$ cat src/hdl/srat_pkg.sv
// shared types and constants for the section range address translator
package srat_pkg;

	localparam int ADDR_W  = 32;
	localparam int SIDX_W  = 6;
	localparam int CNT_W   = 7;
	localparam int IDX_W   = 7;
	localparam int CIDX_W  = 2;

	localparam logic [CIDX_W-1:0] REG_MODULE_BASE   = 2'd0;
	localparam logic [CIDX_W-1:0] REG_SECTION_COUNT = 2'd1;

	typedef enum logic {
		OP_WRITE     = 1'b0,
		OP_TRANSLATE = 1'b1
	} srat_op_t;

	// one word traveling down the cell chain
	typedef struct packed {
		logic              valid;
		srat_op_t          op;
		logic [SIDX_W-1:0] widx;
		logic [ADDR_W-1:0] wstart;
		logic [ADDR_W-1:0] wsize;
		logic [ADDR_W-1:0] woff;
		logic [ADDR_W-1:0] addr;
		logic              hint_valid;
		logic [SIDX_W-1:0] hint_idx;
		logic              hint_hit;
		logic [ADDR_W-1:0] hint_xlat;
		logic              hit;
		logic [SIDX_W-1:0] hit_idx;
		logic [ADDR_W-1:0] hit_xlat;
	} srat_tok_t;

endpackage

$ cat src/hdl/srat_out.sv
// result register at the end of the chain: picks the hint match first, else the search match, else a miss
module srat_out import srat_pkg::*; (
	input  logic              clk,
	input  logic              arst_n,
	input  srat_tok_t         tok_in,
	input  logic              out_stall,
	output logic              adv,
	output logic              out_valid,
	output logic              found,
	output logic [SIDX_W-1:0] section_index,
	output logic [ADDR_W-1:0] translated_address
);

	logic              vld_q;
	logic              found_q;
	logic [SIDX_W-1:0] idx_q;
	logic [ADDR_W-1:0] xlat_q;
	logic              load;

	assign adv  = !vld_q || !out_stall;
	assign load = adv && tok_in.valid && (tok_in.op == OP_TRANSLATE);

	always_ff @(posedge clk or negedge arst_n) begin
		if (!arst_n) begin
			vld_q <= 1'b0;
		end else if (adv) begin
			vld_q <= tok_in.valid && (tok_in.op == OP_TRANSLATE);
		end
	end

	always_ff @(posedge clk) begin
		if (load) begin
			if (tok_in.hint_hit) begin
				found_q <= 1'b1;
				idx_q   <= tok_in.hint_idx;
				xlat_q  <= tok_in.hint_xlat;
			end else if (tok_in.hit) begin
				found_q <= 1'b1;
				idx_q   <= tok_in.hit_idx;
				xlat_q  <= tok_in.hit_xlat;
			end else begin
				found_q <= 1'b0;
				idx_q   <= '0;
				xlat_q  <= '0;
			end
		end
	end

	assign out_valid          = vld_q;
	assign found              = found_q;
	assign section_index      = idx_q;
	assign translated_address = xlat_q;

endmodule
$ cat config.mk
export PLATFORM = sky130hd
export DESIGN_NAME = srat_out
export DESIGN_NICKNAME = d
export VERILOG_FILES = /design/src/hdl/srat_pkg.sv /design/src/hdl/srat_out.sv
export SDC_FILE = /design/constraint.sdc
export NUM_CORES = 1
export LEC_CHECK = 0
export BUFFER_PORTS_ARGS = -buffer_cell sky130_fd_sc_hd__buf_2
export CAP_MARGIN = 15
export CELL_PAD_IN_SITES_DETAIL_PLACEMENT = 1
export CELL_PAD_IN_SITES_GLOBAL_PLACEMENT = 2
export CORE_AREA = 2 2 115 117
export CTS_CLUSTER_SIZE = 20
export DETAILED_ROUTE_END_ITERATION = 10
export DIE_AREA = 0 0 117 119
export PLACE_DENSITY_LB_ADDON = 0.1
export SLEW_MARGIN = 20
export SYNTH_ARGS = -nofsm -noshare
export SYNTH_HDL_FRONTEND = slang
export SYNTH_SLANG_ARGS = --single-unit
$ cat constraint.sdc
create_clock -name clk -period 3.4 [get_ports clk]
set_input_delay 0.17 -clock clk [delete_from_list [all_inputs] [get_ports clk]]
set_output_delay 0.17 -clock clk [all_outputs]
set_load 0.02 [all_outputs]
# Yosys cells after proc, flatten, opt, wreduce, memory -nomap -nowiden
# Cells that the tools add are included.
# word_totals
register_bits	40
in_bits	218
out_inout_bits	41
wordCells	15
# op_classes
muxes	5
n_reduce_logical	6
# op_table
op	n
32-bit 2-to-1 mux	2
6-bit 2-to-1 mux	2
1-bit logical AND	3
1-bit logical NOT	2
1-bit logical OR	1
1-bit 2-to-1 mux	1

# Logic depth before layout (Yosys ltp)
# depth
ltp_word	4
depth_mapped	4
ltp_nobuf	2

# Worst setup path after synthesis
# Ideal clock, no wire load.
# synth_path
path_kind	reg-to-reg
startpoint	reg vld_q (netlist: out_valid)
endpoint	reg found_q (netlist: found), enable pin
setup_ns	0.448
arrival_ns	2.384
required_time_ns	2.952
path_slack_ns	0.568
stages_incl_launch_ff	2
period_less_slack_ns	2.832
cell_sequence	dfrtp_1 a21oi_1
# synth_between
elab_chain_len	4
# synth_rtl
item	line	source
start: declaration	srat_out.sv:14	logic vld_q;
start signal: assignment	srat_out.sv:27	vld_q <= tok_in.valid && (tok_in.op == OP_TRANSLATE);
1-bit logical NOT	srat_out.sv:20	assign adv = !vld_q || !out_stall;
1-bit logical OR	srat_out.sv:20	
1-bit logical AND (2 in series)	srat_out.sv:21	assign load = adv && tok_in.valid && (tok_in.op == OP_TRANSLATE);
net load	srat_out.sv:18	logic load;
end signal: assignment	srat_out.sv:34	found_q <= 1'b1;
end signal: assignment	srat_out.sv:38	found_q <= 1'b1;
end signal: assignment	srat_out.sv:42	found_q <= 1'b0;
end: declaration	srat_out.sv:15	logic found_q;
# The timed path passes the listed nets, and every way through them passes these cells.
# A chain may end at the register's enable or synchronous reset.

# Worst setup path after layout
# layout_path
startpoint	reg vld_q (netlist: out_valid)
endpoint	reg xlat_q[18] (netlist: translated_address[18]), enable pin
# layout_between
elab_chain_len	4
# layout_rtl
item	line	source
1-bit logical NOT	srat_out.sv:20	
1-bit logical OR	srat_out.sv:20	
1-bit logical AND (2 in series)	srat_out.sv:21	
net load	srat_out.sv:18	
end signal: assignment	srat_out.sv:36	xlat_q <= tok_in.hint_xlat;
end signal: assignment	srat_out.sv:40	xlat_q <= tok_in.hit_xlat;
end: declaration	srat_out.sv:17	logic [ADDR_W-1:0] xlat_q;
# The timed path passes the listed nets, and every way through them passes these cells.

==> summary.txt <==
Outcome
  • Status: finished clean

Timing
  • Fin. Hold Viols: 0
  • Setup TNS: 0 ns
  • Slew headroom: 0.322
  • # setup viols final: 0
  • Worst-margin pin slew: slightly above 1 ns
  • Unrepaired setup endpoints after global routing: no
  • Tcrit/Tclk final: 0.501
  • Max Freq: around 590 MHz
  • Final clock skew: between 0.002 and 0.003 ns
  • Fin. max-slew vios: 0
  • Period minus WS final: 1.70 ns

Critical path
  • Crit-path leading delay family: buffers and inverters
  • Largest stage delay on the critical path: around 0.45 ns
  • Arr. time, crit path: ~1.7 ns
  • CP endpoint kind: register
  • CP required: 3.34 ns
  • Crit path to: translated_address[18]
  • CP max FO: 27
  • FF-to-FF path depth: 2
  • Worst Setup SP: out_valid
  • CP Class: reg2reg
  • Crit-path cells: a21oi_4 -> buf_4
  • Startpoint type of the worst setup path: register
  • Slowest cell on the critical path: buf_4
  • R2r setup slk: about 1.7 ns
  • Worst path depth: 2
  • Worst flop-to-flop path startpoint: out_valid
  • Reg2reg end: translated_address[18]
  • Critical path buffers and inverters: 1

Final layout
  • Commonest non-fill, non-tap cell in the layout: buf_2
  • Antenna cell count: 0
  • P&R area growth vs syn: 58.6%
  • Commonest cells after routing, fill and taps aside: buf_2 (123), edfxtp_1 (39), a22o_1 (37)
  • Layout cells sized above 1: 0.598
  • Filler cell count: about 1.5k
  • Final std cells w/o fill: 395
  • Final nets: 436

Yosys
  • Flop and latch count out of synthesis: 40
  • Yosys warning total: 0
  • Cells after synthesis: 94
  • Count of cell types in the netlist: 12
  • Sequential fraction of the synthesis area: 0.738
  • Area of the mapped netlist: 1620 µm²
  • Synthesized Nets: around 310
  • Synthesized area per cell: ~17 µm²

GRT
  • GRT Residual Overflow: 0
  • Vias in the first global route: approximately 1.4k
  • GRT Overall Usage: 0.0853
  • Antenna violations before repair: 0
  • First-pass GRT wire length: 8.36 mm
  • Largest net degree at the start of global routing: 42

Die
  • Die area: between 10,000 and 15,000 µm²
  • Die Y: 119 µm
  • Row count: 42
  • Core box area: about 13,000 µm²
  • Ports: between 200 and 300
  • Initial cell density of the core: 0.126
  • DIE WIDTH: between 100 and 150 µm

Clock network
  • CTS tree: built
  • Quantity of gates resized following cts: 0
  • Clk sinks: 40
  • Total CTS buffers: 5
  • H-tree depth: 2
  • Clk slew on worst S/H paths: around 0.060 ns
  • Skew-Pair Late Insertion Delay: approximately 0.29 ns
  • Clock root cell: clkbuf_16
  • Bufs on Longest Clock Path: 2

Detailed routing
  • Final wirelength: 5.76 mm
  • DRT Pass-1 Iters: 3
  • Detailed-route via count: approximately 1.3k
  • Vias per inst: 3.39
  • Wirelength per Cell: approximately 15 µm
  • Initial DRC count: 37
  • Number of routed nets with antenna violations: 0
  • Residual DRC: 0

Placement
  • Placed cells: between 300 and 400
  • GP Congestion: about 0.63
  • PortBufs: approximately 120
  • Detailed placer's ending HPWL: 3.96 mm

Worst hold path
  • Hold WC Path Type: in2reg
  • Hold depth: 3
  • Hold path start: out_stall

Power and ir drop
  • Leakage: about 1.1 nW
  • Peak supply drop: ~160 µV
  • Power density cells: approximately 470 nW/µm²

Job
  • # Max-Cap Violations: 0
## area by class of cell
| cell class | count | area, µm² | area share |
|---|---|---|---|
| Multi-Input combinational cell | 46 | 384 | 0.149 |
| Clock buffer | 7 | 133 | 0.0516 |
| Sequential cell | 40 | 1200 | 0.465 |
| Tap cell | 176 | 220 | 0.0857 |
| Timing Repair Buffer | 125 | 633 | 0.246 |
| Clock inverter | 1 | 3.75 | 0.00146 |
## cells by family after synthesis
group	Yosys count	synth area share
AO/OA/AOI/OAI	39	0.206
buffers and inverters	8	0.0363
flip-flops	40	0.738
AND/OR/NAND/NOR	7	0.0193
## layer usage
layer | global-route usage | vias to the layer above | wire length [µm]
li1 | - | 638 | -
met1 | 0.0983 | 614 | 2430
met2 | 0.126 | 81 | 2540
met3 | 0.0483 | 8 | 695
met4 | 0.0419 | 0 | 94
met5 | 0 | - | 0
## power by group
part           internal [W]  switching, W  leakage, nW
registers          0.000573    0.00000549        0.381
logic             0.0000765     0.0000927        0.658
clock network      0.000271      0.000202       0.0655
## sequential cells by signal (all words and copies together) (netlist names)
register and flops:
section_index 6, translated_address 32, out_valid 1, found 1
## synthesized netlist by cell type
library cell,instances,area [µm²]
a22o_1,37,324
dfrtp_1,1,25.0
nor2b_1,1,6.26
buf_6,3,33.8
nand2_1,5,18.8
buf_4,1,7.51
clkbuf_1,2,7.51
edfxtp_1,39,1170
o21ai_1,1,5.00
a21oi_1,1,5.00
buf_2,2,10.0
or2_1,1,6.26
## how the worst min path moves through the flow
stage | endpoint | slack (ns)
final | out_valid | 0.15
after global routing | translated_address[6] | 0.15
after CTS | out_valid | 0.14
after detailed placement | out_valid | -0.05
after global placement | out_valid | -0.05
after floorplan | out_valid | -0.13
## tightest hold or removal path, delay by kind of cell
family	cells	cell delay, ns
buffers and inverters	1	0.11
and+or+nand+nor	2	0.13
## metrics by stage
step	cell area, µm²	utilization	setup WS, ns	power, W	hold WS, ns
global placement	2420	0.188	1.40	0.000761	-0.0537
CTS	2570	0.200	1.60	0.00126	0.142
floorplan	1620	-	0.568	0.000676	-0.126
finish	2570	0.200	1.70	0.00122	0.147
detailed placement	2420	0.188	1.39	0.000762	-0.0540
global route	2570	0.200	1.54	0.00128	0.154
## repair_timing
action,4_1_cts,5_1_grt
hold buffers,1,0
hold endpoints to repair,1,0
setup buffers,0,0
endpoints found under the setup margin,0,0
Note: power is estimated with default switching activity, not from simulation.
