**src/hdl/srat_pkg.sv**
```systemverilog
// shared types and constants for the section range address translator
package srat_pkg;

	localparam int ADDR_W  = 32;
	localparam int SIDX_W  = 6;
	localparam int CNT_W   = 7;
	localparam int IDX_W   = 7;
	localparam int CIDX_W  = 2;

	localparam logic [CIDX_W-1:0] REG_MODULE_BASE   = 2'd0;
	localparam logic [CIDX_W-1:0] REG_SECTION_COUNT = 2'd1;

	typedef enum logic {
		OP_WRITE     = 1'b0,
		OP_TRANSLATE = 1'b1
	} srat_op_t;

	// one word traveling down the cell chain
	typedef struct packed {
		logic              valid;
		srat_op_t          op;
		logic [SIDX_W-1:0] widx;
		logic [ADDR_W-1:0] wstart;
		logic [ADDR_W-1:0] wsize;
		logic [ADDR_W-1:0] woff;
		logic [ADDR_W-1:0] addr;
		logic              hint_valid;
		logic [SIDX_W-1:0] hint_idx;
		logic              hint_hit;
		logic [ADDR_W-1:0] hint_xlat;
		logic              hit;
		logic [SIDX_W-1:0] hit_idx;
		logic [ADDR_W-1:0] hit_xlat;
	} srat_tok_t;

endpackage

```
**src/hdl/srat_cell.sv**
```systemverilog
// one table entry of the chain: stores a section and checks each passing word
module srat_cell import srat_pkg::*; #(
	parameter int CELL_IDX = 0
) (
	input  logic              clk,
	input  logic              arst_n,
	input  logic              adv,
	input  logic [ADDR_W-1:0] module_base,
	input  logic [CNT_W-1:0]  section_count,
	input  srat_tok_t         tok_in,
	output srat_tok_t         tok_out
);

	localparam logic [IDX_W-1:0]  ME     = IDX_W'(CELL_IDX);
	localparam logic [SIDX_W-1:0] ME_OUT = SIDX_W'(CELL_IDX);

	logic [ADDR_W-1:0] start_q;
	logic [ADDR_W-1:0] size_q;
	logic [ADDR_W-1:0] off_q;
	srat_tok_t         tok_q;

	logic              is_xlat;
	logic              holds;
	logic [ADDR_W:0]   end_ext;
	logic [ADDR_W-1:0] xlat;
	logic              hint_me;
	logic              in_range;
	srat_tok_t         tok_nxt;

	assign is_xlat  = tok_in.valid && (tok_in.op == OP_TRANSLATE);
	// end bound at 33 bits so it never wraps
	assign end_ext  = {1'b0, start_q} + {1'b0, size_q};
	assign holds    = (tok_in.addr >= start_q) && ({1'b0, tok_in.addr} < end_ext);
	assign xlat     = module_base + off_q + (tok_in.addr - start_q);
	assign hint_me  = tok_in.hint_valid && ({1'b0, tok_in.hint_idx} == ME);
	assign in_range = ME < IDX_W'(section_count);

	always_comb begin
		tok_nxt = tok_in;
		if (is_xlat && hint_me && holds) begin
			tok_nxt.hint_hit  = 1'b1;
			tok_nxt.hint_xlat = xlat;
		end
		if (is_xlat && in_range && holds && !tok_in.hit) begin
			tok_nxt.hit      = 1'b1;
			tok_nxt.hit_idx  = ME_OUT;
			tok_nxt.hit_xlat = xlat;
		end
	end

	always_ff @(posedge clk) begin
		if (adv && tok_in.valid && (tok_in.op == OP_WRITE)
		    && ({1'b0, tok_in.widx} == ME)) begin
			start_q <= tok_in.wstart;
			size_q  <= tok_in.wsize;
			off_q   <= tok_in.woff;
		end
	end

	always_ff @(posedge clk or negedge arst_n) begin
		if (!arst_n) begin
			tok_q <= '0;
		end else if (adv) begin
			tok_q <= tok_nxt;
		end
	end

	assign tok_out = tok_q;

endmodule

```
**config.mk**
```make
export PLATFORM = sky130hd
export DESIGN_NAME = srat_cell
export DESIGN_NICKNAME = d
export VERILOG_FILES = /design/src/hdl/srat_pkg.sv /design/src/hdl/srat_cell.sv
export SDC_FILE = /design/constraint.sdc
export NUM_CORES = 1
export LEC_CHECK = 0
export BUFFER_PORTS_ARGS = -buffer_cell sky130_fd_sc_hd__buf_2
export CAP_MARGIN = 20
export CORE_ASPECT_RATIO = 2
export CORE_MARGIN = 3
export CORE_UTILIZATION = 25
export CTS_CLUSTER_SIZE = 28
export DETAILED_ROUTE_END_ITERATION = 10
export GPL_TIMING_DRIVEN = 0
export MAX_ROUTING_LAYER = met4
export SKIP_CTS_REPAIR_TIMING = 1
export SYNTH_ARGS = -nofsm -noshare
export SYNTH_HDL_FRONTEND = slang
export SYNTH_SLANG_ARGS = --single-unit
```
**constraint.sdc**
```tcl
create_clock -name clk -period 7.7 [get_ports clk]
set_clock_uncertainty 0.2 [all_clocks]
set_input_delay 0.77 -clock clk [delete_from_list [all_inputs] [get_ports clk]]
set_output_delay 0.77 -clock clk [all_outputs]
set_load 0.05 [all_outputs]
```
[Yosys cells after proc, flatten, opt, wreduce, memory -nomap -nowiden]
Cells that the tools add are included.
Widths: inputs -> output; s select.
Cells by class
  reductions and logical operators: 14
  multiplexer cells: 2
  order comparisons: 3
  add/sub/neg operators: 4
  bitwise operators: 1
Operators by type and width (count)
  $add 32x32->32: 2
  $mux 39: 1
  $add 32x32->33: 1
  $lt 32x33->1: 1
  $mux 33: 1
  $ge 32x32->1: 1
  $sub 32x32->32: 1
  $logic_not 6->1: 2
  $logic_and 1x1->1: 11
  $lt 1x7->1 const A: 1
  $logic_not 1->1: 1
  $not 1->1: 1
Word-level totals
  input port bits: 257
  output and inout bits: 215
  flip-flop bits (word level): 311

[Depth between registers and ports, before layout]
  word-level depth: 6
  mapped depth: 23
  mapped depth without buffers: 21

[Worst setup path after synthesis]
Ideal clock, no wire load.
  kind: input port to flip-flop
  start: input port adv
  end: register off_q[0], enable pin
  path buffers: 3
  arrival: 8.137 ns
  required time: 6.830 ns
  library setup time: 0.670 ns
  stages: 5
  path slack: -1.306 ns
  path through: clkbuf_1 -> clkbuf_1 -> buf_1 -> nand2_1 -> nor3_1
On the way
  word-level cells in the longest chain between the ends: 3
RTL lines
  start, declared: line srat_cell.sv:7  | input logic adv,
  $logic_and 1x1->1 (2 in a row): line srat_cell.sv:52  | if (adv && tok_in.valid && (tok_in.op == OP_WRITE)
  $logic_and 1x1->1: line srat_cell.sv:53  | && ({1'b0, tok_in.widx} == ME)) begin
  end signal, assigned: line srat_cell.sv:56  | off_q <= tok_in.woff;
  end, declared: line srat_cell.sv:19  | logic [ADDR_W-1:0] off_q;
Every way passes these cells.
A chain may end at the register's enable or synchronous reset.

[Final worst setup path]
  start: register start_q[0]
  end: register tok_q, in the netlist tok_out[9]
On the way
  word-level cells in the longest chain between the ends: 6
RTL lines
  start, declared: line srat_cell.sv:17  | logic [ADDR_W-1:0] start_q;
  start signal, assigned: line srat_cell.sv:54  | start_q <= tok_in.wstart;
  $add 32x32->33: line srat_cell.sv:32  | assign end_ext = {1'b0, start_q} + {1'b0, size_q};
  $lt 32x33->1: line srat_cell.sv:33  | assign holds = (tok_in.addr >= start_q) && ({1'b0, tok_in.addr} < end_ext);
  $logic_and 1x1->1: line srat_cell.sv:33
  $logic_and 1x1->1 (2 in a row): line srat_cell.sv:44  | if (is_xlat && in_range && holds && !tok_in.hit) begin
  $mux 39 *: line srat_cell.sv:44
  end signal, assigned: line srat_cell.sv:64  | tok_q <= tok_nxt;
  end, declared: line srat_cell.sv:20  | srat_tok_t tok_q;
Mark *: on every way between the ends. The rest lies on a longest branch, timed or not.

==> impl_metrics.env <==
export IMPL_status="complete, no violations"
export IMPL_path_clk_slew_ns=0.07
export IMPL_setup_viol_count_final=0
export IMPL_numCtsBuffers=31
export IMPL_num_rows=138
export IMPL_drive_gt1_frac=0.3376
export IMPL_drt_wl_total_mm=64.09
export IMPL_vias_per_cell=4.616
export IMPL_cts_htree_levels=1
export IMPL_grt_start_max_net_pins=109
export IMPL_vias=14050
export IMPL_maxCapViolCount=0
export IMPL_whs_endpoint="start_q[15]$_DFFE_PP_"
export IMPL_worstPathArrival_ns=7.39
export IMPL_r2r_start="start_q[0]$_DFFE_PP_"
export IMPL_worst_slew_pin_transition_ns=1.085
export IMPL_start_util=0.2535
export IMPL_wl_per_cell_um=21.06
export IMPL_required_ns=8.03
export IMPL_hpwl_mm=53.36
export IMPL_core_area_um2=70970
export IMPL_synth_edf_count=96
export IMPL_syn_avg_cell_area_um2=11.34
export IMPL_cp_cell_sequence="ha_1 -> fa_1 -> a211oi_1 -> o21ai_1 -> a31o_2 -> o21ai_0 -> a21o_1 -> o211ai_1 -> a41oi_1 -> o21bai_1 -> xnor2_1 -> ha_1 -> a21o_1 -> a211o_1 -> a21oi_2 -> nand2_1 -> a41oi_1 -> nor4_4 -> nor3_2 -> clkbuf_1 -> nand2_1 -> a31oi_1"
export IMPL_clock_sinks=311
export IMPL_grtUsageTotal=0.1694
export IMPL_max_stage_delay_ns=0.69
export IMPL_rsz0062_at_grt="no"
export IMPL_syn_to_final_growth_pct=27.36
export IMPL_ant_nets=0
export IMPL_min_path_type="input pin to register"
export IMPL_fin_nets=2548
export IMPL_gp_congestion=0.8475
export IMPL_min_from="tok_in[190]"
export IMPL_synth_top_area_share=0.2991
export IMPL_syn_area_um2=17990
export IMPL_p_leak_nw=10.76
export IMPL_synth_most_common_cell="dfrtp_1"
export IMPL_path_class="register to register"
export IMPL_finalCritPeriodShare=0.9159
export IMPL_endpoint_kind="register"
export IMPL_finalSetupTns_ns=0
export IMPL_clock_fmax_mhz=141.8
export IMPL_syn_num_nets=2032
export IMPL_grt_pass1_wl_mm=92.69
export IMPL_antenna_found_initial=9
export IMPL_drc=0
export IMPL_cp_num_buf_inv=1
export IMPL_clock_latency_ns=0.62
export IMPL_min_period_ns=7.052
export IMPL_drtPass1Iterations=6
export IMPL_finalMaxSlewViolations=0
export IMPL_hold_violations=0
export IMPL_die_x_um=195.7
export IMPL_rrSetupSlack_ns=0.65
export IMPL_cts_tree="done"
export IMPL_path_max_fanout=10
export IMPL_numPortBuffers=470
export IMPL_ys_types=76
export IMPL_cp_slowest_cell="clkbuf_1"
export IMPL_dieArea_um2=75400
export IMPL_slew_headroom=0.2674
export IMPL_irDropWorstVdd_uv=211.5
export IMPL_first_iter_violations=525
export IMPL_synth_common_cells="215 x dfrtp_1, 179 x inv_1, 142 x mux2_2"
export IMPL_start_kind="register"
export IMPL_min_path_cells=1
export IMPL_netlist_instances=1586
export IMPL_overflow=0
export IMPL_ios=472
export IMPL_ys_ff_latch=311
export IMPL_die_height_um=385.4
export IMPL_synth_area_top_cells="dfrtp_1 30%, edfxtp_1 16%, mux2_2 8.9%, ha_1 8.8%, fa_1 7.0%"
export IMPL_synthArstFlopShare=0.6913
export IMPL_yosysSeqAreaShare=0.4593
export IMPL_rr_worst_depth=22
export IMPL_synth_area_leader_cell="dfrtp_1"
export IMPL_clockBufferDepth=3
export IMPL_grt_pass1_vias=14790
export IMPL_rr_endpoint="tok_out[9]$_DFFE_PN0P_"
export IMPL_ys_flop_type="dfrtp_1"
export IMPL_cts_root_buf="clkbuf_16"
export IMPL_p_total_mw=4.956
export IMPL_cp_top_family="compound AO/OA/AOI/OAI gates"
export IMPL_power_density_nw_per_um2=216.3
export IMPL_yosys_warnings=0
state kept, by name, summed over array words and instances, names as in the netlist:
signal / flops
tok_out: 215
size_q: 32
off_q: 32
start_q: 32
cell usage in the layout, fill, tap and decap left out, types with 7 or more instances in the layout:
cell type    n
nand2_1    112
o21a_1      11
o211ai_1     7
nand2b_1    13
fa_1        63
nor3_1      19
or3_1        7
xor2_1      25
a221o_1     12
nor2_1      84
nand4_1     17
o21ai_0     45
buf_2      472
buf_16       7
mux2_2     142
clkbuf_1    30
edfxtp_1    96
a31oi_1     38
a21o_1      55
mux2i_1     12
and3_1      13
buf_6        7
dfrtp_1    215
a2bb2oi_1    7
buf_1        7
clkbuf_16   31
ha_1       126
nand3_1     17
xnor2_1     27
o21bai_1     8
inv_1      179
a21oi_1     71
nor2b_1     17
through the flow:
| step | worst slack, ns | std cells | cell area [um2] | hold WS [ns] | util |
|---|---|---|---|---|---|
| CTS | 0.4794 | 3036 | 22880 | -0.2713 | 0.3225 |
| global route | 0.2492 | 3042 | 22910 | 0.1018 | 0.3228 |
| finish | 0.6479 | 3043 | 22910 | 0.1493 | 0.3228 |
| detailed placement | 0.5032 | 2978 | 21770 | 0.2719 | 0.3067 |
| global placement | -2.199 | 2966 | 21480 | 0.2645 | 0.3027 |
| floorplan | 1.640 | 1586 | 17990 | 0.2744 | - |
report_power, final:
group | internal (mW) | switching (mW) | total, mW
sequential | 1.82 | 0.0565 | 1.87
clock | 0.955 | 0.747 | 1.70
combinational | 0.427 | 0.953 | 1.38
metal layers:
metal	part of all wire	GRT usage	vias to the layer above	routed length, um
met5	0	-	-	0
met4	0.037	0.06357	0	2367
met3	0.054	0.02063	97	3476
met2	0.52	0.3073	482	33370
met1	0.39	0.1896	6845	24880
li1	-	-	6623	-
kinds of logic after synthesis:
family	synth area share
buffers and inverters	0.05154
AND/OR/NAND/NOR	0.08834
XOR/XNOR	0.02532
AO/OA/AOI/OAI	0.1221
adder cells (fa/ha/maj)	0.1578
flip-flops	0.4593
multiplexers	0.09557
cell type report:
type	instances	area, um2
well taps	910	1139
repair buffers	483	2640
clock buffers	31	775.7
fillers	7387	48060
plain buffers	50	255.2
multi-input cells	1046	8810
flip-flops and latches	311	8263
clock inverters	27	340.3
diodes	6	15.01
inverters	179	671.9
worst max path at each step:
stage                                     from                 endpoint  slack (ns)  cells past startpoint
after floorplan                            adv       off_q[0]$_DFFE_PP_        1.64                      5
after CTS                 start_q[0]$_DFFE_PP_   tok_out[9]$_DFFE_PN0P_        0.48                     22
after global routing      start_q[0]$_DFFE_PP_  tok_out[24]$_DFFE_PN0P_        0.25                     22
after detailed placement  start_q[0]$_DFFE_PP_   tok_out[9]$_DFFE_PN0P_        0.50                     22
final                     start_q[0]$_DFFE_PP_   tok_out[9]$_DFFE_PN0P_        0.65                     22
after global placement                     adv     start_q[3]$_DFFE_PP_       -2.20                      5
Power figures use the tool's default switching activity.
